<file path="src/ffid_pkg.sv">
// ----------------------------------------------------------------------------
// ffid_pkg
// Types, constants and codes shared by the free-fall and impact detector.
// ----------------------------------------------------------------------------
package ffid_pkg;

   // log ring and sample timing
   localparam int LOG_SLOTS  = 16;
   localparam int SLOT_W     = 4;
   localparam int COUNT_W    = 5;
   localparam int TICK_MS    = 10;

   // sequencing
   localparam int AXES       = 3;
   localparam int ROOT_STEPS = 16;
   localparam int CNT_W      = $clog2(ROOT_STEPS);

   // stream widths
   localparam int REQ_W      = 80;
   localparam int RSP_W      = 192;
   localparam int CSR_AW     = 5;
   localparam int CSR_DW     = 32;

   // register map, index into paddr[4:2]
   localparam logic [2:0] REG_FALL_THR   = 3'd0;
   localparam logic [2:0] REG_IMPACT_THR = 3'd1;
   localparam logic [2:0] REG_FALL_MIN   = 3'd2;
   localparam logic [2:0] REG_WINDOW     = 3'd3;
   localparam logic [2:0] REG_BEEP       = 3'd4;

   // register reset values
   localparam logic [31:0] FALL_THR_RST   = 32'd24159191;
   localparam logic [31:0] IMPACT_THR_RST = 32'd1073741824;
   localparam logic [15:0] FALL_MIN_RST   = 16'd80;
   localparam logic [15:0] WINDOW_RST     = 16'd500;
   localparam logic [15:0] BEEP_RST       = 16'd200;

   // squarer operand select
   localparam logic [1:0] AXIS_X = 2'd0;
   localparam logic [1:0] AXIS_Y = 2'd1;

   typedef enum logic [1:0] {
      PH_IDLE    = 2'd0,
      PH_FALLING = 2'd1,
      PH_IMPACT  = 2'd2
   } phase_type;

   typedef enum logic [1:0] {
      EV_NONE   = 2'd0,
      EV_FALL   = 2'd1,
      EV_IMPACT = 2'd2
   } event_type;

   typedef enum logic [2:0] {
      CS_IDLE,
      CS_CLEAR,
      CS_SQUARE,
      CS_EVAL,
      CS_ROOT,
      CS_FINISH,
      CS_DONE
   } ctrl_state_type;

   typedef struct packed {
      logic [31:0] fall_thr;
      logic [31:0] impact_thr;
      logic [15:0] fall_min;
      logic [15:0] window;
      logic [15:0] beep;
   } cfg_type;

   typedef struct packed {
      logic       capture;
      logic       clear;
      logic       sq_step;
      logic [1:0] axis;
      logic       eval;
      logic       root_step;
      logic       root_done;
      logic       load_out;
   } dp_cmd_type;

   typedef struct packed {
      logic impact;
   } dp_sts_type;

endpackage

</file>
<file path="src/ffid_ctrl.sv">
// ----------------------------------------------------------------------------
// ffid_ctrl
// Sequencer: takes a request, runs a clear or the squarer, the update step
// and on an impact the square root, then hands the result to the output register.
// ----------------------------------------------------------------------------
module ffid_ctrl (
   input  logic                  clock,
   input  logic                  reset,
   input  logic                  req_tvalid,
   output logic                  req_tready,
   input  logic                  req_tuser,
   output logic                  rsp_tvalid,
   input  logic                  rsp_tready,
   output ffid_pkg::dp_cmd_type  cmd,
   input  ffid_pkg::dp_sts_type  sts
);
   import ffid_pkg::*;

   ctrl_state_type   state_ff, state_in;
   logic [CNT_W-1:0] cnt_ff, cnt_in;
   logic             out_valid_ff, out_valid_in;
   logic             load;

   assign load = (state_ff == CS_DONE) && (!out_valid_ff || rsp_tready);

   always_comb begin
      state_in     = state_ff;
      cnt_in       = cnt_ff;
      out_valid_in = out_valid_ff;
      if (rsp_tready) begin
         out_valid_in = 1'b0;
      end
      case (state_ff)
         CS_IDLE: begin
            cnt_in = '0;
            if (req_tvalid) begin
               state_in = req_tuser ? CS_CLEAR : CS_SQUARE;
            end
         end
         CS_CLEAR: begin
            state_in = CS_DONE;
         end
         CS_SQUARE: begin
            if (cnt_ff == CNT_W'(AXES - 1)) begin
               cnt_in   = '0;
               state_in = CS_EVAL;
            end else begin
               cnt_in = cnt_ff + 1'b1;
            end
         end
         CS_EVAL: begin
            state_in = sts.impact ? CS_ROOT : CS_DONE;
         end
         CS_ROOT: begin
            if (cnt_ff == CNT_W'(ROOT_STEPS - 1)) begin
               cnt_in   = '0;
               state_in = CS_FINISH;
            end else begin
               cnt_in = cnt_ff + 1'b1;
            end
         end
         CS_FINISH: begin
            state_in = CS_DONE;
         end
         CS_DONE: begin
            if (load) begin
               out_valid_in = 1'b1;
               state_in     = CS_IDLE;
            end
         end
         default: begin
            state_in = CS_IDLE;
         end
      endcase
   end

   always_comb begin
      cmd           = '0;
      req_tready    = 1'b0;
      cmd.axis      = cnt_ff[1:0];
      cmd.load_out  = load;
      case (state_ff)
         CS_IDLE: begin
            req_tready  = 1'b1;
            cmd.capture = req_tvalid;
         end
         CS_CLEAR:  cmd.clear     = 1'b1;
         CS_SQUARE: cmd.sq_step   = 1'b1;
         CS_EVAL:   cmd.eval      = 1'b1;
         CS_ROOT:   cmd.root_step = 1'b1;
         CS_FINISH: cmd.root_done = 1'b1;
         default: begin
            req_tready = 1'b0;
         end
      endcase
   end

   assign rsp_tvalid = out_valid_ff;

   always_ff @(posedge clock) begin
      if (reset) begin
         state_ff     <= CS_IDLE;
         cnt_ff       <= '0;
         out_valid_ff <= 1'b0;
      end else begin
         state_ff     <= state_in;
         cnt_ff       <= cnt_in;
         out_valid_ff <= out_valid_in;
      end
   end

endmodule

</file>
<file path="src/ffid_dp.sv">
// ----------------------------------------------------------------------------
// ffid_dp
// Datapath: squared magnitude, detector state and counters, bitwise square
// root of the window peak, and the result register.
// ----------------------------------------------------------------------------
module ffid_dp (
   input  logic                        clock,
   input  logic                        reset,
   input  ffid_pkg::dp_cmd_type        cmd,
   output ffid_pkg::dp_sts_type        sts,
   input  ffid_pkg::cfg_type           cfg,
   input  logic [ffid_pkg::REQ_W-1:0]  req_tdata,
   output logic [ffid_pkg::RSP_W-1:0]  rsp_tdata,
   output logic [1:0]                  rsp_tuser
);
   import ffid_pkg::*;

   function automatic logic [15:0] tick_add(input logic [15:0] a);
      logic [16:0] s;
      s = {1'b0, a} + 17'(TICK_MS);
      return s[16] ? 16'hFFFF : s[15:0];
   endfunction

   // detector state
   phase_type          phase_ff, phase_in;
   logic [15:0]        fall_time_ff, fall_time_in;
   logic [15:0]        window_ff, window_in;
   logic [31:0]        peak_ff, peak_in;
   logic [SLOT_W-1:0]  head_ff, head_in;
   logic [COUNT_W-1:0] fill_ff, fill_in;
   logic [31:0]        falls_ff, falls_in;
   logic [31:0]        impacts_ff, impacts_in;
   logic [15:0]        largest_ff, largest_in;
   logic [15:0]        beep_ff, beep_in;

   // request and working registers
   logic signed [15:0] ax_ff, ax_in, ay_ff, ay_in, az_ff, az_in;
   logic [31:0]        stamp_ff, stamp_in;
   logic [31:0]        mag_ff, mag_in;
   logic [31:0]        rem_ff, rem_in, root_ff, root_in, bit_ff, bit_in;

   // result fields of this step
   event_type          kind_ff, kind_in;
   logic [SLOT_W-1:0]  slot_ff, slot_in;
   logic [31:0]        etime_ff, etime_in;
   logic [15:0]        edur_ff, edur_in;
   logic [31:0]        psq_ff, psq_in;
   logic [15:0]        proot_ff, proot_in;

   // output register
   logic [RSP_W-1:0]   rsp_data_ff, rsp_data_in;
   event_type          rsp_kind_ff, rsp_kind_in;

   logic signed [15:0] sq_operand;
   logic signed [31:0] sq_prod;
   logic               below, at_impact;
   logic [15:0]        fall_next, window_next;
   logic [31:0]        peak_next, trial;

   always_comb begin
      case (cmd.axis)
         AXIS_X:  sq_operand = ax_ff;
         AXIS_Y:  sq_operand = ay_ff;
         default: sq_operand = az_ff;
      endcase
   end

   assign sq_prod     = sq_operand * sq_operand;
   assign below       = mag_ff < cfg.fall_thr;
   assign at_impact   = mag_ff >= cfg.impact_thr;
   assign fall_next   = tick_add(fall_time_ff);
   assign window_next = tick_add(window_ff);
   assign peak_next   = (mag_ff > peak_ff) ? mag_ff : peak_ff;
   assign trial       = root_ff + bit_ff;
   assign sts.impact  = (phase_ff == PH_IMPACT) && at_impact;

   always_comb begin
      phase_in     = phase_ff;
      fall_time_in = fall_time_ff;
      window_in    = window_ff;
      peak_in      = peak_ff;
      head_in      = head_ff;
      fill_in      = fill_ff;
      falls_in     = falls_ff;
      impacts_in   = impacts_ff;
      largest_in   = largest_ff;
      beep_in      = beep_ff;
      ax_in        = ax_ff;
      ay_in        = ay_ff;
      az_in        = az_ff;
      stamp_in     = stamp_ff;
      mag_in       = mag_ff;
      rem_in       = rem_ff;
      root_in      = root_ff;
      bit_in       = bit_ff;
      kind_in      = kind_ff;
      slot_in      = slot_ff;
      etime_in     = etime_ff;
      edur_in      = edur_ff;
      psq_in       = psq_ff;
      proot_in     = proot_ff;
      rsp_data_in  = rsp_data_ff;
      rsp_kind_in  = rsp_kind_ff;

      if (cmd.capture) begin
         ax_in    = req_tdata[15:0];
         ay_in    = req_tdata[31:16];
         az_in    = req_tdata[47:32];
         stamp_in = req_tdata[79:48];
      end

      if (cmd.sq_step) begin
         mag_in = ((cmd.axis == AXIS_X) ? 32'd0 : mag_ff) + $unsigned(sq_prod);
      end

      if (cmd.clear || cmd.eval) begin
         kind_in  = EV_NONE;
         slot_in  = '0;
         etime_in = '0;
         edur_in  = '0;
         psq_in   = '0;
         proot_in = '0;
      end

      if (cmd.clear) begin
         phase_in     = PH_IDLE;
         fall_time_in = '0;
         window_in    = '0;
         peak_in      = '0;
         head_in      = '0;
         fill_in      = '0;
         falls_in     = '0;
         impacts_in   = '0;
         largest_in   = '0;
         beep_in      = '0;
      end

      if (cmd.eval) begin
         beep_in = (beep_ff > 16'(TICK_MS)) ? beep_ff - 16'(TICK_MS) : 16'd0;
         case (phase_ff)
            PH_IDLE: begin
               if (below) begin
                  phase_in     = PH_FALLING;
                  fall_time_in = tick_add(16'd0);
               end
            end
            PH_FALLING: begin
               if (below) begin
                  fall_time_in = fall_next;
                  if (fall_next >= cfg.fall_min) begin
                     falls_in  = falls_ff + 1'b1;
                     kind_in   = EV_FALL;
                     slot_in   = head_ff;
                     etime_in  = stamp_ff;
                     edur_in   = fall_next;
                     head_in   = (head_ff == SLOT_W'(LOG_SLOTS - 1)) ? '0 : head_ff + 1'b1;
                     if (fill_ff < COUNT_W'(LOG_SLOTS)) begin
                        fill_in = fill_ff + 1'b1;
                     end
                     beep_in   = cfg.beep;
                     phase_in  = PH_IMPACT;
                     window_in = '0;
                     peak_in   = '0;
                  end
               end else begin
                  phase_in     = PH_IDLE;
                  fall_time_in = '0;
               end
            end
            PH_IMPACT: begin
               window_in = window_next;
               peak_in   = peak_next;
               if (at_impact) begin
                  // annotate the newest slot, the square root steps follow
                  impacts_in = impacts_ff + 1'b1;
                  kind_in    = EV_IMPACT;
                  slot_in    = (head_ff == '0) ? SLOT_W'(LOG_SLOTS - 1) : head_ff - 1'b1;
                  psq_in     = peak_next;
                  phase_in   = PH_IDLE;
                  rem_in     = peak_next;
                  root_in    = '0;
                  bit_in     = 32'h4000_0000;
               end else if (window_next >= cfg.window) begin
                  phase_in = PH_IDLE;
               end
            end
            default: begin
               phase_in = PH_IDLE;
            end
         endcase
      end

      if (cmd.root_step) begin
         if (rem_ff >= trial) begin
            rem_in  = rem_ff - trial;
            root_in = (root_ff >> 1) + bit_ff;
         end else begin
            root_in = root_ff >> 1;
         end
         bit_in = bit_ff >> 2;
      end

      if (cmd.root_done) begin
         proot_in = root_ff[15:0];
         if (root_ff[15:0] > largest_ff) begin
            largest_in = root_ff[15:0];
         end
      end

      if (cmd.load_out) begin
         rsp_data_in = {4'd0, largest_ff, impacts_ff, falls_ff, proot_ff, psq_ff,
                        edur_ff, etime_ff, fill_ff, slot_ff, (beep_ff != 16'd0),
                        phase_ff};
         rsp_kind_in = kind_ff;
      end
   end

   assign rsp_tdata = rsp_data_ff;
   assign rsp_tuser = rsp_kind_ff;

   always_ff @(posedge clock) begin
      if (reset) begin
         phase_ff     <= PH_IDLE;
         fall_time_ff <= '0;
         window_ff    <= '0;
         peak_ff      <= '0;
         head_ff      <= '0;
         fill_ff      <= '0;
         falls_ff     <= '0;
         impacts_ff   <= '0;
         largest_ff   <= '0;
         beep_ff      <= '0;
      end else begin
         phase_ff     <= phase_in;
         fall_time_ff <= fall_time_in;
         window_ff    <= window_in;
         peak_ff      <= peak_in;
         head_ff      <= head_in;
         fill_ff      <= fill_in;
         falls_ff     <= falls_in;
         impacts_ff   <= impacts_in;
         largest_ff   <= largest_in;
         beep_ff      <= beep_in;
      end
   end

   always_ff @(posedge clock) begin
      ax_ff       <= ax_in;
      ay_ff       <= ay_in;
      az_ff       <= az_in;
      stamp_ff    <= stamp_in;
      mag_ff      <= mag_in;
      rem_ff      <= rem_in;
      root_ff     <= root_in;
      bit_ff      <= bit_in;
      kind_ff     <= kind_in;
      slot_ff     <= slot_in;
      etime_ff    <= etime_in;
      edur_ff     <= edur_in;
      psq_ff      <= psq_in;
      proot_ff    <= proot_in;
      rsp_data_ff <= rsp_data_in;
      rsp_kind_ff <= rsp_kind_in;
   end

endmodule

</file>
<file path="src/freefall_impact_detector.sv">
// ----------------------------------------------------------------------------
// freefall_impact_detector
// Free-fall and impact detector: sample in, one status/event result out.
// The squarer works through the three axes on one shared 16x16 multiplier,
// then come the update step and the output load; an impact adds the square
// root, and a clear goes straight to the load. A new request is taken only
// once the last is through, and the load waits while a result is still held.
// Reset clears the detector state and counters and loads the register defaults.
// ----------------------------------------------------------------------------
module freefall_impact_detector (
   input  logic                        clock,
   input  logic                        reset,
   // request stream
   input  logic                        req_tvalid,
   output logic                        req_tready,
   // tdata: accel_x[15:0], accel_y[31:16], accel_z[47:32], time_seconds[79:48]
   input  logic [ffid_pkg::REQ_W-1:0]  req_tdata,
   // tuser: req_type[0]
   input  logic                        req_tuser,
   // result stream
   output logic                        rsp_tvalid,
   input  logic                        rsp_tready,
   // tdata: detector_state[1:0], beep_on[2], event_slot[6:3], log_entries[11:7],
   //        event_time[43:12], fall_span_ms[59:44], peak_sq[91:60],
   //        peak_root[107:92], falls_total[139:108], impacts_total[171:140],
   //        largest_impact_root[187:172], zero[191:188]
   output logic [ffid_pkg::RSP_W-1:0]  rsp_tdata,
   // tuser: event_kind[1:0]
   output logic [1:0]                  rsp_tuser,
   // register port
   input  logic                        csr_psel,
   input  logic                        csr_penable,
   input  logic                        csr_pwrite,
   input  logic [ffid_pkg::CSR_AW-1:0] csr_paddr,
   input  logic [ffid_pkg::CSR_DW-1:0] csr_pwdata,
   output logic [ffid_pkg::CSR_DW-1:0] csr_prdata,
   output logic                        csr_pready
);
   import ffid_pkg::*;

   cfg_type    cfg_ff, cfg_in;
   dp_cmd_type cmd;
   dp_sts_type sts;
   logic       csr_write;
   logic [2:0] csr_index;

   assign csr_pready = 1'b1;
   assign csr_write  = csr_psel && csr_penable && csr_pwrite && csr_pready;
   assign csr_index  = csr_paddr[4:2];

   always_comb begin
      cfg_in = cfg_ff;
      if (csr_write) begin
         case (csr_index)
            REG_FALL_THR:   cfg_in.fall_thr   = csr_pwdata;
            REG_IMPACT_THR: cfg_in.impact_thr = csr_pwdata;
            REG_FALL_MIN:   cfg_in.fall_min   = csr_pwdata[15:0];
            REG_WINDOW:     cfg_in.window     = csr_pwdata[15:0];
            REG_BEEP:       cfg_in.beep       = csr_pwdata[15:0];
            default:        cfg_in = cfg_ff;
         endcase
      end
   end

   always_comb begin
      case (csr_index)
         REG_FALL_THR:   csr_prdata = cfg_ff.fall_thr;
         REG_IMPACT_THR: csr_prdata = cfg_ff.impact_thr;
         REG_FALL_MIN:   csr_prdata = {16'd0, cfg_ff.fall_min};
         REG_WINDOW:     csr_prdata = {16'd0, cfg_ff.window};
         REG_BEEP:       csr_prdata = {16'd0, cfg_ff.beep};
         default:        csr_prdata = '0;
      endcase
   end

   always_ff @(posedge clock) begin
      if (reset) begin
         cfg_ff.fall_thr   <= FALL_THR_RST;
         cfg_ff.impact_thr <= IMPACT_THR_RST;
         cfg_ff.fall_min   <= FALL_MIN_RST;
         cfg_ff.window     <= WINDOW_RST;
         cfg_ff.beep       <= BEEP_RST;
      end else begin
         cfg_ff <= cfg_in;
      end
   end

   ffid_ctrl u_ctrl (
      .clock      (clock),
      .reset      (reset),
      .req_tvalid (req_tvalid),
      .req_tready (req_tready),
      .req_tuser  (req_tuser),
      .rsp_tvalid (rsp_tvalid),
      .rsp_tready (rsp_tready),
      .cmd        (cmd),
      .sts        (sts)
   );

   ffid_dp u_dp (
      .clock     (clock),
      .reset     (reset),
      .cmd       (cmd),
      .sts       (sts),
      .cfg       (cfg_ff),
      .req_tdata (req_tdata),
      .rsp_tdata (rsp_tdata),
      .rsp_tuser (rsp_tuser)
   );

`ifndef NO_ASSERTIONS
   a_one_at_a_time: assert property (@(posedge clock) disable iff (reset)
      req_tvalid && req_tready |=> !req_tready)
      else $error("request accepted while another is in progress");

   a_fall_opens_window: assert property (@(posedge clock) disable iff (reset)
      rsp_tvalid && (rsp_tuser == EV_FALL) |-> (rsp_tdata[1:0] == PH_IMPACT))
      else $error("fall event without impact window");

   a_impact_ends_window: assert property (@(posedge clock) disable iff (reset)
      rsp_tvalid && (rsp_tuser == EV_IMPACT) |-> (rsp_tdata[1:0] == PH_IDLE))
      else $error("impact event left detector out of idle");

   a_fill_bounded: assert property (@(posedge clock) disable iff (reset)
      rsp_tvalid |-> (rsp_tdata[11:7] <= COUNT_W'(LOG_SLOTS)))
      else $error("log entries beyond log depth");
`endif

endmodule

</file>
<file path="config.mk">
export PLATFORM = sky130hd
export DESIGN_NAME = freefall_impact_detector
export DESIGN_NICKNAME = d
export VERILOG_FILES = /design/src/ffid_pkg.sv /design/src/ffid_ctrl.sv /design/src/ffid_dp.sv /design/src/freefall_impact_detector.sv
export SDC_FILE = /design/constraint.sdc
export NUM_CORES = 2
export LEC_CHECK = 0
export BUFFER_PORTS_ARGS = -buffer_cell sky130_fd_sc_hd__buf_4
export CAP_MARGIN = 30
export CORE_ASPECT_RATIO = 1.1
export CORE_UTILIZATION = 45
export CTS_BUF_LIST = sky130_fd_sc_hd__clkbuf_4
export CTS_CLUSTER_DIAMETER = 30
export CTS_CLUSTER_SIZE = 28
export DETAILED_ROUTE_END_ITERATION = 16
export SYNTH_ARGS = -nofsm -noshare
export SYNTH_HDL_FRONTEND = slang
export SYNTH_HIERARCHICAL = 1
export SYNTH_SLANG_ARGS = --single-unit
</file>
<file path="constraint.sdc">
create_clock -name clock -period 6.8 [get_ports clock]
set_input_delay 0 -clock clock [delete_from_list [all_inputs] [get_ports clock]]
set_output_delay 0 -clock clock [all_outputs]
set_load 0.005 [all_outputs]
</file>
==> results.py <==
metrics = {
    "cts": {
        "cts_tree": "built",
        "cts_max_level": 4,
        "clock_sinks": 775,
        "root_buffer": "clkbuf_4",
        "max-clock-path-buffers": 3,
        "path_clk_slew_ps": 100,
        "cts_made_buffers": 171,
        "clk_latency_ps": 1080,
    },
    "setup_path": {
        "worstPathArrival_ps": 7310,
        "criticalPathCategory": "flop to flop",
        "start_kind": "flop",
        "crit_path_end_kind": "flop",
        "required_ps": 7540,
        "crit_fanout": 7,
        "r2r_setup_slack_ps": 240,
    },
    "flow_run": {
        "drv_cap": 0,
    },
    "synthesis": {
        "synthCells": 4695,
        "ys.flop_type": "dfxtp_1",
        "yosys-top-cells-count": "522 x inv_1, 410 x dfxtp_1, 365 x edfxtp_1",
        "avgSynthCellArea_um2": 10.1,
        "yosysMostFrequentCell": "inv_1",
        "synth_top_area_frac": 0.231,
        "yosysTopAreaCell": "edfxtp_1",
        "syn_area_um2": 47400,
        "synth-async-reset-ratio": 0,
        "ys_seq_area_frac": 0.404,
        "synthTopCellsByArea": "edfxtp_1 23%, dfxtp_1 17%, fa_1 11%",
        "ys_types": 93,
        "yosysWarnings": 6,
        "synth_seq_cells": 775,
        "synth-edff-count": 365,
    },
    "global_route": {
        "grt_overflow_total": 0,
        "grt_pass1_vias": 36200,
        "grt_usage": 0.240,
        "grt_pass1_wl_um": 202000,
        "grt_max_degree": 110,
        "antenna_found_initial": 7,
    },
    "detailed_routing": {
        "drt_pass1_iterations": 5,
        "wl_per_cell_um": 18.7,
        "antenna_left": 0,
        "viasPerCell": 5.32,
        "drc_errors": 0,
        "wl_um": 130000,
        "drt_iter0_drc": 2280,
        "vias": 36900,
    },
    "placement": {
        "place_area_um2": 51900,
        "placed_cells": 6340,
        "dpl.hpwl_um": 94900,
        "globalplace.congestion": 0.904,
        "io_buffers": 346,
    },
    "cells_and_area": {
        "syn_to_final_growth_pct": 21.8,
        "drive_gt1_frac": 0.163,
        "final_cells": 6938,
        "fin_nets": 6123,
        "n_fill_cell": 9200,
        "design_area_um2": 57800,
    },
    "timing": {
        "period_minus_slack_ps": 6560,
        "tightestPinTransition_ps": 1010,
        "finalCritPeriodShare": 0.965,
        "rsz0062_at_grt": "yes",
        "timing.slew.headroom": 0.322,
        "finalSetupViolations": 0,
        "drv_slew": 0,
        "fmax_mhz": 152,
        "hold_viol": 0,
        "finClkSkew_ps": 93.6,
    },
    "floorplanning": {
        "io_pins": 354,
        "start_util": 0.455,
        "die_height_um": 342,
        "die_w_um": 312,
        "die_area_um2": 107000,
        "rows": 124,
        "core-area_um2": 104000,
    },
    "run_status": {
        "outcome": "complete, no violations",
    },
    "hold_path": {
        "min_path_type": "input port to flop",
    },
}
## placed cells by master (no fill, tap or decap), drive strengths merged, types with 138 or more instances in the layout
| cell type | Yosys | routed |
|---|---|---|
| nand2 | 328 | 328 |
| edfxtp | 365 | 365 |
| nand2b | 138 | 138 |
| a21oi | 219 | 219 |
| fa | 263 | 263 |
| nor2 | 309 | 309 |
| dfxtp | 410 | 410 |
| buf | 57 | 475 |
| dlygate4sd3 | 0 | 255 |
| mux2i | 172 | 172 |
| o21ai | 247 | 247 |
| ha | 334 | 334 |
| inv | 524 | 539 |
| clkbuf | 144 | 196 |
## kinds of logic after synthesis
group	synth area share
fa+ha+maj	0.199
xor+xnor	0.0303
mux	0.0408
compound gates	0.133
simple gates	0.132
buf+inv	0.0611
flops	0.404
other cells	0.000158
## critical path, stage by stage, from the launching register on
cell        delay, ps
dfxtp_4           390
buf_8             130
mux2i_1           200
o21a_2            270
buf_4             170
nor2_4             40
fa_1              580
inv_1              80
fa_2              610
clkinvlp_4        190
fa_1              500
fa_1              500
fa_1              490
inv_1              50
fa_1              470
inv_1              40
ha_1              330
and3_1            170
nand4_1           120
or2_2             310
o21ba_2           230
o2111ai_1         190
a21oi_1           100
xnor2_1           120
## per-stage QoR
step	worst slack, ps	setup TNS (ps)	hold WS, ps	utilization
6_report	238	0	190	0.554
3_5_place_dp	-13.3	-13.3	179	0.498
4_1_cts	30.9	0	17.4	0.550
5_1_grt	-49.5	-81.3	105	0.554
3_3_place_gp	67.0	0	178	0.497
2_1_floorplan	7.24	0	98.9	-
## layout make-up
class                   count  area (um2)  area share
multi-input cells        3190       25700       0.444
flip-flops and latches    775       19200       0.332
repair buffers            731        6320       0.109
inverters                 532        2010      0.0348
well taps                1386        1730      0.0300
clock buffers             195        1460      0.0253
clock inverters           124        1390      0.0241
diodes                      5        12.5    0.000217
## flip-flops by register name, indices dropped and copies added (netlist names), 16 cells and up
signal,count
u_dp/largest_ff,16
u_dp/etime_ff,32
u_dp/falls_ff,32
u_dp/beep_ff,16
u_dp/root_ff,32
u_dp/psq_ff,32
u_dp/bit_ff,16
u_dp/window_ff,16
u_dp/az_ff,16
u_dp/stamp_ff,32
u_dp/rsp_tdata,188
u_dp/mag_ff,32
u_dp/fall_time_ff,16
u_dp/impacts_ff,32
u_dp/ay_ff,16
u_dp/proot_ff,16
u_dp/ax_ff,16
u_dp/rem_ff,32
cfg_ff,112
u_dp/peak_ff,32
u_dp/edur_ff,16
## worst paths after layout
path / from / to / depth (start not counted)
min: req_tdata[65] / u_dp/stamp_ff[17] / 3
max reg2reg: u_ctrl/cnt_ff[0] / u_dp/mag_ff[31] / 23
max: u_ctrl/cnt_ff[0] / u_dp/mag_ff[31] / 23
min reg2reg: u_dp/psq_ff[8] / u_dp/rsp_tdata[68] / 0
## routing by layer
layer / vias up / GRT usage / wire length, um
met5: - / 0 / 0
met4: 0 / 0.0904 / 4130
met3: 246 / 0.0366 / 5990
li1: 17900 / - / -
met2: 981 / 0.406 / 62700
met1: 17800 / 0.311 / 56700
## timing repair
| item | CTS | global route |
|---|---|---|
| gates cloned | 0 | 1 |
| resized for setup | 3 | 77 |
| pin swaps | 0 | 24 |
| hold endpoints to repair | 549 | 0 |
| buffers inserted | 0 | 15 |
| hold buffers | 255 | 0 |
| endpoints found under the setup margin | 3 | 12 |
Power is not shown: default switching activity piles up to over one toggle a cycle in this logic, so the estimate is an artifact.
